===== src/rtl/core/dzcpl_pkg.sv =====
// Shared types and constants for the DDS zero-crossing phase lock.
// No dependencies; imported by the core and its checker.
`timescale 1ns / 1ps
`default_nettype none

package dzcpl_pkg;

    typedef logic [15:0] t_word;
    typedef logic [27:0] t_tword;

    // Action codes on the input channel
    localparam logic [1:0] ACT_SAMPLE = 2'd0;
    localparam logic [1:0] ACT_START  = 2'd1;
    localparam logic [1:0] ACT_STOP   = 2'd2;

    // Configuration register indexes
    localparam logic [2:0] REG_BASE_FREQ = 3'd0;
    localparam logic [2:0] REG_WAVE_MODE = 3'd1;
    localparam logic [2:0] REG_MIN_FREQ  = 3'd2;
    localparam logic [2:0] REG_MAX_FREQ  = 3'd3;
    localparam logic [2:0] REG_ZERO_WIN  = 3'd4;
    localparam logic [2:0] REG_ERR_THR   = 3'd5;
    localparam logic [2:0] REG_PH_STEP   = 3'd6;
    localparam logic [2:0] REG_SRCH_DEC  = 3'd7;

    // Synthesizer command prefixes
    localparam t_word CMD_B28    = 16'h2000;
    localparam t_word CMD_FREQ0  = 16'h4000;
    localparam t_word CMD_PHASE0 = 16'hC000;

    localparam t_tword WORD28_MAX = 28'h0FF_FFFF | 28'hF00_0000;
    localparam logic [15:0] ZERO_RAW = 16'h8000;

    // Tracking gain, numerator over 2^16
    localparam logic signed [43:0] TRACK_GAIN = 44'sd655;

    // Word slots of one result bundle, lowest goes out first
    localparam int SLOT_PHASE  = 0;
    localparam int SLOT_ALT_B  = 1;
    localparam int SLOT_ALT_LO = 2;
    localparam int SLOT_ALT_HI = 3;
    localparam int SLOT_BAS_B  = 4;
    localparam int SLOT_BAS_LO = 5;
    localparam int SLOT_BAS_HI = 6;
    localparam int SLOTS       = 7;

endpackage : dzcpl_pkg

`default_nettype wire


===== src/rtl/core/dds_zero_cross_phase_lock.sv =====
// One channel of a DDS phase lock: search, zero-crossing lock, tracking and
// fractional tuning word output. Depends on dzcpl_pkg.
//
//  channel | direction | handshake                   | payload
//  --------+-----------+-----------------------------+------------------------------
//  in      | input     | i_in_valid / o_in_stall     | i_action, i_sample
//  out     | output    | o_out_valid / i_out_stall   | o_dds_word, o_locked, o_last_word
//  cfg     | input     | i_cfg_we (no wait)          | i_cfg_index, i_cfg_data
//
// An accepted transaction sits in the input register and is evaluated in one
// pass of logic when the result bundle is free; that edge updates all state and
// loads up to seven words into the bundle. The bundle serializer sends one word
// per cycle while i_out_stall is low; a transaction sends at most one phase word
// plus two groups of three tuning words, and a transaction that sends nothing
// loads nothing into the bundle. The input register takes the next
// transaction while the bundle drains. i_rst_n is synchronous: it empties both
// registers, idles the loop and restores the register defaults. A stall on the
// output freezes the word on the port and, once the input register is full,
// raises o_in_stall.
`timescale 1ns / 1ps
`default_nettype none

module dds_zero_cross_phase_lock
    import dzcpl_pkg::*;
#(
    parameter int STEP_MULT  = 4,
    parameter int RUN_LENGTH = 4
) (
    input  wire logic        i_clk,
    input  wire logic        i_rst_n,

    input  wire logic        i_cfg_we,
    input  wire logic [2:0]  i_cfg_index,
    input  wire logic [27:0] i_cfg_data,

    input  wire logic        i_in_valid,
    output      logic        o_in_stall,
    input  wire logic [1:0]  i_action,
    input  wire logic [15:0] i_sample,

    output      logic        o_out_valid,
    input  wire logic        i_out_stall,
    output      t_word       o_dds_word,
    output      logic        o_locked,
    output      logic        o_last_word
);

    localparam logic [7:0] HOLD_FULL = 8'(2 * STEP_MULT);
    localparam logic [7:0] TICK_WRAP = 8'(4 * STEP_MULT);
    localparam logic [7:0] RUN_LIM   = 8'(RUN_LENGTH);

    typedef enum logic [1:0] {
        MODE_IDLE   = 2'd0,
        MODE_SEARCH = 2'd1,
        MODE_LOCKED = 2'd2
    } t_mode;

    function automatic t_tword sat_inc(input t_tword w);
        return (w == WORD28_MAX) ? w : w + 28'd1;
    endfunction

    function automatic t_tword sat_dec(input t_tword w);
        return (w == 28'd0) ? w : w - 28'd1;
    endfunction

    // Configuration registers
    t_tword      r_base_freq, r_min_freq, r_max_freq;
    logic [15:0] r_wave_mode;
    logic [14:0] r_zero_win, r_err_thr;
    logic [11:0] r_ph_step;
    logic [7:0]  r_srch_dec;

    // Input register
    logic        r_in_full;
    logic [1:0]  r_act;
    logic [15:0] r_smp;

    // Loop state
    t_mode              r_mode, n_mode;
    logic [11:0]        r_phase, n_phase;
    logic               r_armed, n_armed;
    logic [7:0]         r_dec, n_dec;
    logic [15:0]        r_prev, n_prev;
    logic signed [31:0] r_target, n_target;
    t_tword             r_base, n_base;
    t_tword             r_alt, n_alt;
    logic [7:0]         r_hold, n_hold;
    logic               r_toggle, n_toggle;
    logic [7:0]         r_hi_run, n_hi_run;
    logic [7:0]         r_lo_run, n_lo_run;
    logic [7:0]         r_tick, n_tick;

    // Result bundle
    logic [SLOTS-1:0] r_mask, n_mask;
    logic [11:0]      r_b_phase;
    t_tword           r_b_alt, r_b_base;
    logic             r_b_lock;

    // Datapath
    logic signed [15:0] w_v;
    logic signed [16:0] w_v17, w_win;
    logic               w_in_win;
    logic signed [33:0] w_d, w_thr;
    logic signed [43:0] w_p;
    logic               w_err_hi, w_err_lo;
    logic               w_has_phase, w_has_alt, w_has_base;
    logic               w_out_acc, w_move, w_in_acc;
    logic [SLOTS-1:0]   w_mask_rest;

    // Sample as signed volts count and window test
    assign w_v      = $signed({~r_smp[15], r_smp[14:0]});
    assign w_v17    = {w_v[15], w_v};
    assign w_win    = $signed({2'b00, r_zero_win});
    assign w_in_win = (w_v17 < w_win) && (w_v17 > -w_win);

    // Tracking error: d = v*2^16 - target, p = d*655
    assign w_d      = $signed({{2{w_v[15]}}, w_v, 16'h0000})
                      - $signed({{2{r_target[31]}}, r_target});
    assign w_p      = $signed({{10{w_d[33]}}, w_d}) * TRACK_GAIN;
    assign w_thr    = $signed({3'b000, r_err_thr, 16'h0000});
    assign w_err_hi = w_d > w_thr;
    assign w_err_lo = w_d < -w_thr;

    // Handshakes
    assign w_mask_rest = r_mask & (r_mask - SLOTS'(1));
    assign w_out_acc   = o_out_valid && !i_out_stall;
    assign w_move      = r_in_full && ((r_mask == '0) || (w_out_acc && (w_mask_rest == '0)));
    assign o_in_stall  = r_in_full && !w_move;
    assign w_in_acc    = i_in_valid && !o_in_stall;

    // Next-state evaluation for the transaction in the input register
    always_comb begin
        n_mode      = r_mode;
        n_phase     = r_phase;
        n_armed     = r_armed;
        n_dec       = r_dec;
        n_prev      = r_prev;
        n_target    = r_target;
        n_base      = r_base;
        n_alt       = r_alt;
        n_hold      = r_hold;
        n_toggle    = r_toggle;
        n_hi_run    = r_hi_run;
        n_lo_run    = r_lo_run;
        n_tick      = r_tick;
        w_has_phase = 1'b0;
        w_has_alt   = 1'b0;
        w_has_base  = 1'b0;

        if (r_act == ACT_START) begin
            n_mode   = MODE_SEARCH;
            n_phase  = '0;
            n_armed  = 1'b0;
            n_dec    = r_srch_dec;
            n_prev   = ZERO_RAW;
            n_target = '0;
            n_base   = r_base_freq;
            n_alt    = sat_inc(r_base_freq);
            n_hold   = HOLD_FULL;
            n_toggle = 1'b0;
            n_hi_run = '0;
            n_lo_run = '0;
            n_tick   = '0;
        end else if (r_act == ACT_STOP) begin
            n_mode = MODE_IDLE;
        end else if (r_act == ACT_SAMPLE && r_mode != MODE_IDLE) begin
            unique case (r_mode)
                MODE_SEARCH: begin
                    if (r_dec != '0) begin
                        n_dec  = r_dec - 8'd1;
                        n_prev = r_smp;
                    end else begin
                        n_dec = r_srch_dec;
                        if (r_armed && (r_smp < r_prev) && w_in_win) begin
                            // falling crossing inside the window: lock
                            n_target = {w_v, 16'h0000};
                            n_mode   = MODE_LOCKED;
                            n_armed  = 1'b0;
                            n_hold   = HOLD_FULL;
                            n_hi_run = '0;
                            n_lo_run = '0;
                        end else begin
                            if (!r_armed && !w_v[15] && (w_v != '0))
                                n_armed = 1'b1;
                            n_phase     = r_phase + r_ph_step;
                            w_has_phase = 1'b1;
                            n_prev      = r_smp;
                        end
                    end
                end
                MODE_LOCKED: begin
                    n_target = r_target + {{4{w_p[43]}}, w_p[43:16]};
                    if (w_err_hi) begin
                        n_lo_run = '0;
                        n_hold   = (r_hold == '0) ? r_hold : r_hold - 8'd1;
                        n_hi_run = r_hi_run + 8'd1;
                        if (n_hi_run >= RUN_LIM) begin
                            n_base   = sat_inc(r_base);
                            n_alt    = sat_inc(r_alt);
                            n_hi_run = '0;
                            n_hold   = HOLD_FULL;
                        end
                    end else begin
                        n_hi_run = '0;
                    end
                    if (w_err_lo) begin
                        n_hi_run = '0;
                        n_hold   = (n_hold >= HOLD_FULL) ? HOLD_FULL : n_hold + 8'd1;
                        n_lo_run = r_lo_run + 8'd1;
                        if (n_lo_run >= RUN_LIM) begin
                            if (n_base != '0) begin
                                n_base = n_base - 28'd1;
                                n_alt  = sat_dec(n_alt);
                            end
                            n_lo_run = '0;
                            n_hold   = '0;
                        end
                    end else begin
                        n_lo_run = '0;
                    end
                    if (n_base < r_min_freq) begin
                        n_base = r_min_freq;
                        n_alt  = sat_inc(r_min_freq);
                    end
                    if (n_alt > r_max_freq) begin
                        n_alt  = r_max_freq;
                        n_base = sat_dec(r_max_freq);
                    end
                end
                default: ;
            endcase

            // Tick divider: alternate word (if pending), then base word
            n_tick = r_tick + 8'd1;
            if (n_tick >= TICK_WRAP) begin
                n_tick = '0;
                if (n_toggle) begin
                    w_has_alt = 1'b1;
                    n_toggle  = 1'b0;
                end
                if (n_hold != '0)
                    n_hold = n_hold - 8'd1;
                else
                    n_toggle = 1'b1;
                if (n_hold == '0 && !n_toggle && n_hi_run == '0 && n_lo_run == '0)
                    n_hold = HOLD_FULL;
                w_has_base = 1'b1;
            end
        end
    end

    always_comb begin
        n_mask = w_out_acc ? w_mask_rest : r_mask;
        if (w_move && (w_has_phase || w_has_alt || w_has_base))
            n_mask = {{3{w_has_base}}, {3{w_has_alt}}, w_has_phase};
    end

    // Output word: lowest pending slot
    assign o_out_valid = (r_mask != '0);
    assign o_locked    = r_b_lock;
    assign o_last_word = (w_mask_rest == '0);

    always_comb begin
        priority if (r_mask[SLOT_PHASE])
            o_dds_word = CMD_PHASE0 | {4'h0, r_b_phase};
        else if (r_mask[SLOT_ALT_B])
            o_dds_word = CMD_B28 | r_wave_mode;
        else if (r_mask[SLOT_ALT_LO])
            o_dds_word = CMD_FREQ0 | {2'b00, r_b_alt[13:0]};
        else if (r_mask[SLOT_ALT_HI])
            o_dds_word = CMD_FREQ0 | {2'b00, r_b_alt[27:14]};
        else if (r_mask[SLOT_BAS_B])
            o_dds_word = CMD_B28 | r_wave_mode;
        else if (r_mask[SLOT_BAS_LO])
            o_dds_word = CMD_FREQ0 | {2'b00, r_b_base[13:0]};
        else
            o_dds_word = CMD_FREQ0 | {2'b00, r_b_base[27:14]};
    end

    always_ff @(posedge i_clk) begin
        if (!i_rst_n) begin
            r_base_freq <= '0;
            r_wave_mode <= '0;
            r_min_freq  <= '0;
            r_max_freq  <= WORD28_MAX;
            r_zero_win  <= 15'd1000;
            r_err_thr   <= 15'd100;
            r_ph_step   <= 12'd11;
            r_srch_dec  <= 8'd10;
        end else if (i_cfg_we) begin
            unique case (i_cfg_index)
                REG_BASE_FREQ: r_base_freq <= i_cfg_data;
                REG_WAVE_MODE: r_wave_mode <= i_cfg_data[15:0];
                REG_MIN_FREQ:  r_min_freq  <= i_cfg_data;
                REG_MAX_FREQ:  r_max_freq  <= i_cfg_data;
                REG_ZERO_WIN:  r_zero_win  <= i_cfg_data[14:0];
                REG_ERR_THR:   r_err_thr   <= i_cfg_data[14:0];
                REG_PH_STEP:   r_ph_step   <= i_cfg_data[11:0];
                REG_SRCH_DEC:  r_srch_dec  <= i_cfg_data[7:0];
                default: ;
            endcase
        end
    end

    // Input register
    always_ff @(posedge i_clk) begin
        if (!i_rst_n) begin
            r_in_full <= 1'b0;
        end else if (w_in_acc) begin
            r_in_full <= 1'b1;
        end else if (w_move) begin
            r_in_full <= 1'b0;
        end
        if (w_in_acc) begin
            r_act <= i_action;
            r_smp <= i_sample;
        end
    end

    // Loop state and result bundle
    always_ff @(posedge i_clk) begin
        if (!i_rst_n) begin
            r_mode   <= MODE_IDLE;
            r_phase  <= '0;
            r_armed  <= 1'b0;
            r_dec    <= '0;
            r_prev   <= '0;
            r_target <= '0;
            r_base   <= '0;
            r_alt    <= '0;
            r_hold   <= '0;
            r_toggle <= 1'b0;
            r_hi_run <= '0;
            r_lo_run <= '0;
            r_tick   <= '0;
            r_mask   <= '0;
        end else begin
            r_mask <= n_mask;
            if (w_move) begin
                r_mode   <= n_mode;
                r_phase  <= n_phase;
                r_armed  <= n_armed;
                r_dec    <= n_dec;
                r_prev   <= n_prev;
                r_target <= n_target;
                r_base   <= n_base;
                r_alt    <= n_alt;
                r_hold   <= n_hold;
                r_toggle <= n_toggle;
                r_hi_run <= n_hi_run;
                r_lo_run <= n_lo_run;
                r_tick   <= n_tick;
            end
        end
        if (w_move && (w_has_phase || w_has_alt || w_has_base)) begin
            r_b_phase <= n_phase;
            r_b_alt   <= n_alt;
            r_b_base  <= n_base;
            r_b_lock  <= (n_mode == MODE_LOCKED);
        end
    end

endmodule : dds_zero_cross_phase_lock

`default_nettype wire


===== config.mk =====
export PLATFORM = sky130hd
export DESIGN_NAME = dds_zero_cross_phase_lock
export DESIGN_NICKNAME = d
export VERILOG_FILES = /design/src/rtl/core/dzcpl_pkg.sv /design/src/rtl/core/dds_zero_cross_phase_lock.sv
export SDC_FILE = /design/constraint.sdc
export NUM_CORES = 2
export LEC_CHECK = 0
export BUFFER_PORTS_ARGS = -buffer_cell sky130_fd_sc_hd__buf_2
export CORE_AREA = 10 10 267 269
export DETAILED_ROUTE_END_ITERATION = 10
export DIE_AREA = 0 0 277 279
export MAX_ROUTING_LAYER = met4
export PLACE_DENSITY = 0.85
export SYNTH_ARGS = -nofsm -noshare
export SYNTH_HDL_FRONTEND = slang
export SYNTH_SLANG_ARGS = --single-unit

===== constraint.sdc =====
create_clock -name i_clk -period 14 [get_ports i_clk]
set_input_delay 0.7 -clock i_clk [delete_from_list [all_inputs] [get_ports i_clk]]
set_output_delay 0.7 -clock i_clk [all_outputs]
set_load 0.01 [all_outputs]

==> flow_summary.json <==
{
  "synth_top_area_cell": "dfxtp_1",
  "ctsLongestPathBuffers": 3,
  "crit_top_cell": "a21o_1",
  "clk_latency_ns": 0.63,
  "cp-start-kind": "flip-flop",
  "syn_avg_cell_area_um2": 7.906,
  "avgRoutedWirePerCell_um": 26.26,
  "yosys_register_bits": 404,
  "rows": 94,
  "synth_edf_count": 87,
  "final_area_mm2": 0.04024,
  "setup_viol": 0,
  "pwr_density_cell_mw_per_mm2": 167.4,
  "wirelength_mm": 146.6,
  "ys_warn_count": 0,
  "die-area_mm2": 0.07728,
  "rrSetupSlack_ns": 0.59,
  "ys_seq_area_share_pct": 24.15,
  "slew_violations": 0,
  "grt_max_degree": 89,
  "critPathRequiredTime_ns": 14.34,
  "r2r-end": "r_b_alt[0]",
  "maxCapViolCount": 0,
  "crit_arrival_ns": 13.75,
  "fin_setup_tns_ns": 0,
  "slew_headroom_pct": 6.661,
  "async_reset_ff_share_pct": 0,
  "io_buffers": 73,
  "synth.distinct_cells": 103,
  "synthTopCellsByArea": "dfxtp_1 17%, ha_1 13%, edfxtp_1 7.0%, fa_1 6.7%, nand2_1 5.9%",
  "hp-class": "input port to flip-flop",
  "slowest_delay_ns": 0.53,
  "n_fill_cell": 5756,
  "die_w_um": 277,
  "grt_pass1_wl_mm": 218.1,
  "crit_fanout": 25,
  "core_area_mm2": 0.06563,
  "reg2reg_from": "r_smp[1]",
  "syn2layout_area_growth_pct": 8.458,
  "yosysTopAreaCellShare_pct": 17.10,
  "drive_gt1_share_pct": 7.725,
  "crit_slowest_cell": "or4_1",
  "fin_crit_sh_pct": 95.81,
  "clock-sinks": 404,
  "min_period_ns": 13.41,
  "outcome": "finished, final reports clean",
  "grt_pass1_vias": 34520,
  "min_from": "i_sample[8]",
  "synth_area_mm2": 0.03710,
  "synthCells": 4693,
  "numCtsBuffers": 49,
  "gp_congestion": 1.118,
  "overflow": 0,
  "antenna_found_initial": 12,
  "crit_path_end_kind": "flip-flop",
  "fmax_ghz": 0.07455,
  "cts_tree": "done",
  "hold_buffers": 0,
  "peakVddDrop_mv": 0.2291,
  "final_net_count": 5233,
  "hold_violations": 0,
  "holdWs_ns": 0.2619,
  "grt_usage_pct": 37.50,
  "h-tree-depth": 2,
  "tightest_slew_ns": 1.395,
  "critPathKind": "flip-flop to flip-flop",
  "start_util_pct": 56.53,
  "io_pins": 74,
  "dpl.cell_count": 5476,
  "syn_nets": 5250,
  "finClkSkew_ns": 0.03678,
  "vias": 37030,
  "dr.first_iter.drc_count": 5402,
  "viasPerCell": 6.633,
  "drc": 0,
  "placed_cell_area_mm2": 0.03836,
  "drtPass1Iterations": 7,
  "die_height_um": 279,
  "hold_path_depth": 1,
  "synth_flop_cell": "dfxtp_1",
  "p_leak_nw": 16.75,
  "ant_nets": 0,
  "hpwl_mm": 113.4,
  "worstRegToRegCells": 61,
  "hold_path_end": "r_smp[8]",
  "cts_root_buf": "clkbuf_16",
  "fin_cells": 5583,
  "clk_pin_slew_worst_paths_ns": 0.06
}
-- worst max path at each step --
stage / endpoint / from / cells after the start
2_1_floorplan: r_b_base[17] / r_smp[0] / 66
3_3_place_gp: r_alt[8] / r_smp[1] / 58
3_5_place_dp: r_b_base[20] / r_smp[0] / 53
4_1_cts: r_alt[13] / r_smp[0] / 55
5_1_grt: r_b_alt[0] / r_smp[1] / 61
6_report: r_b_alt[0] / r_smp[1] / 61
-- critical path, delay by kind of cell (launching register included) --
family / cells / cell delay (ns)
compound gates: 33 / 6.49
xor+xnor: 2 / 0.43
fa+ha+maj: 5 / 1.60
buf+inv: 4 / 0.88
flops: 1 / 0.43
mux: 1 / 0.28
simple gates: 16 / 2.97
-- cells in the mapped netlist, drive strengths merged, types with 33 or more instances --
library cell and instances:
fa 125, or3 40, clkbuf 205, mux2i 59, o211ai 63, nand3 141, buf 40, and2 35
dfxtp 317, nand2 586, nand4 86, ha 378, a22oi 36, edfxtp 87, nor2 377, and3 84
inv 347, a21oi 420, a21o 84, o21ai 202, nor4 46, nor3 130, xor2 90, o31ai 33
xnor2 191, a31oi 40
-- metal layers --
| layer | vias up | GRT usage (%) | wire length (µm) |
|---|---|---|---|
| met5 | - | - | 0 |
| met4 | 0 | 15.80 | 7316 |
| met3 | 404 | 9.092 | 20180 |
| met2 | 2397 | 53.19 | 60150 |
| met1 | 17570 | 50.22 | 59000 |
| li1 | 16660 | - | - |
-- registers in the layout (all words and copies together) (netlist names), 12 cells and up --
register / cells
r_alt: 28
r_b_alt: 28
r_b_base: 28
r_b_phase: 12
r_base: 28
r_base_freq: 28
r_err_thr: 15
r_max_freq: 28
r_min_freq: 28
r_ph_step: 12
r_phase: 12
r_prev: 16
r_smp: 16
r_target: 32
r_wave_mode: 15
r_zero_win: 15
-- cells in the final DEF, fill, tap and decap left out, types with 84 or more instances in the layout --
master      n
nand4_1    86
fa_1      125
inv_1     346
ha_1      378
nor3_1    128
nand2_1   581
nand3_1   139
nor2_1    373
a21oi_1   419
o21ai_0   156
xor2_1     89
buf_4     100
edfxtp_1   87
xnor2_1   190
a21o_1     84
dfxtp_1   317
-- power by group --
| part | switching (mW) | internal, mW |
|---|---|---|
| Clock | 0.567 | 0.757 |
| Combinational | 2.40 | 1.75 |
| Sequential | 0.0524 | 1.21 |
-- through the flow --
stage | utilization [%] | setup slack, ns | power [mW]
after floorplan | - | 0.8653 | 4.376
after global placement | 58.45 | 0.3825 | 5.160
after detailed placement | 58.45 | 0.3234 | 5.252
after CTS | 60.91 | 0.2324 | 6.618
after global routing | 61.32 | -0.01398 | 7.217
final | 61.32 | 0.5869 | 6.735
-- cells by family (layout without fill, tap and decap cells) --
| family | Yosys count | in the layout | synth area share (%) |
|---|---|---|---|
| flip-flops | 404 | 404 | 24.15 |
| adder cells (fa/ha/maj) | 505 | 505 | 19.55 |
| AND/OR/NAND/NOR | 1671 | 1671 | 21.29 |
| XOR/XNOR | 281 | 281 | 6.633 |
| buffers and inverters | 592 | 611 | 6.148 |
| other | 0 | 7 | 0 |
| AO/OA/AOI/OAI | 1163 | 1163 | 20.09 |
| multiplexers | 77 | 77 | 2.148 |
-- area by class of cell --
| cell class | instances | area [µm²] | area share, % |
|---|---|---|---|
| multi-input combinational | 3697 | 26070 | 64.79 |
| clock buffer | 70 | 1449 | 3.601 |
| timing repair buffer | 177 | 1190 | 2.957 |
| sequential | 404 | 8959 | 22.26 |
| inverter | 347 | 1308 | 3.249 |
| tap | 864 | 1081 | 2.686 |
| antenna | 7 | 17.52 | 0.04353 |
| clock inverter | 17 | 165.2 | 0.4104 |
-- what timing repair did --
item	4_1_cts	5_1_grt
gates resized for setup	0	27
buffers inserted	0	12
endpoints found under the setup margin	0	112
(Power assumes the default switching activity.)
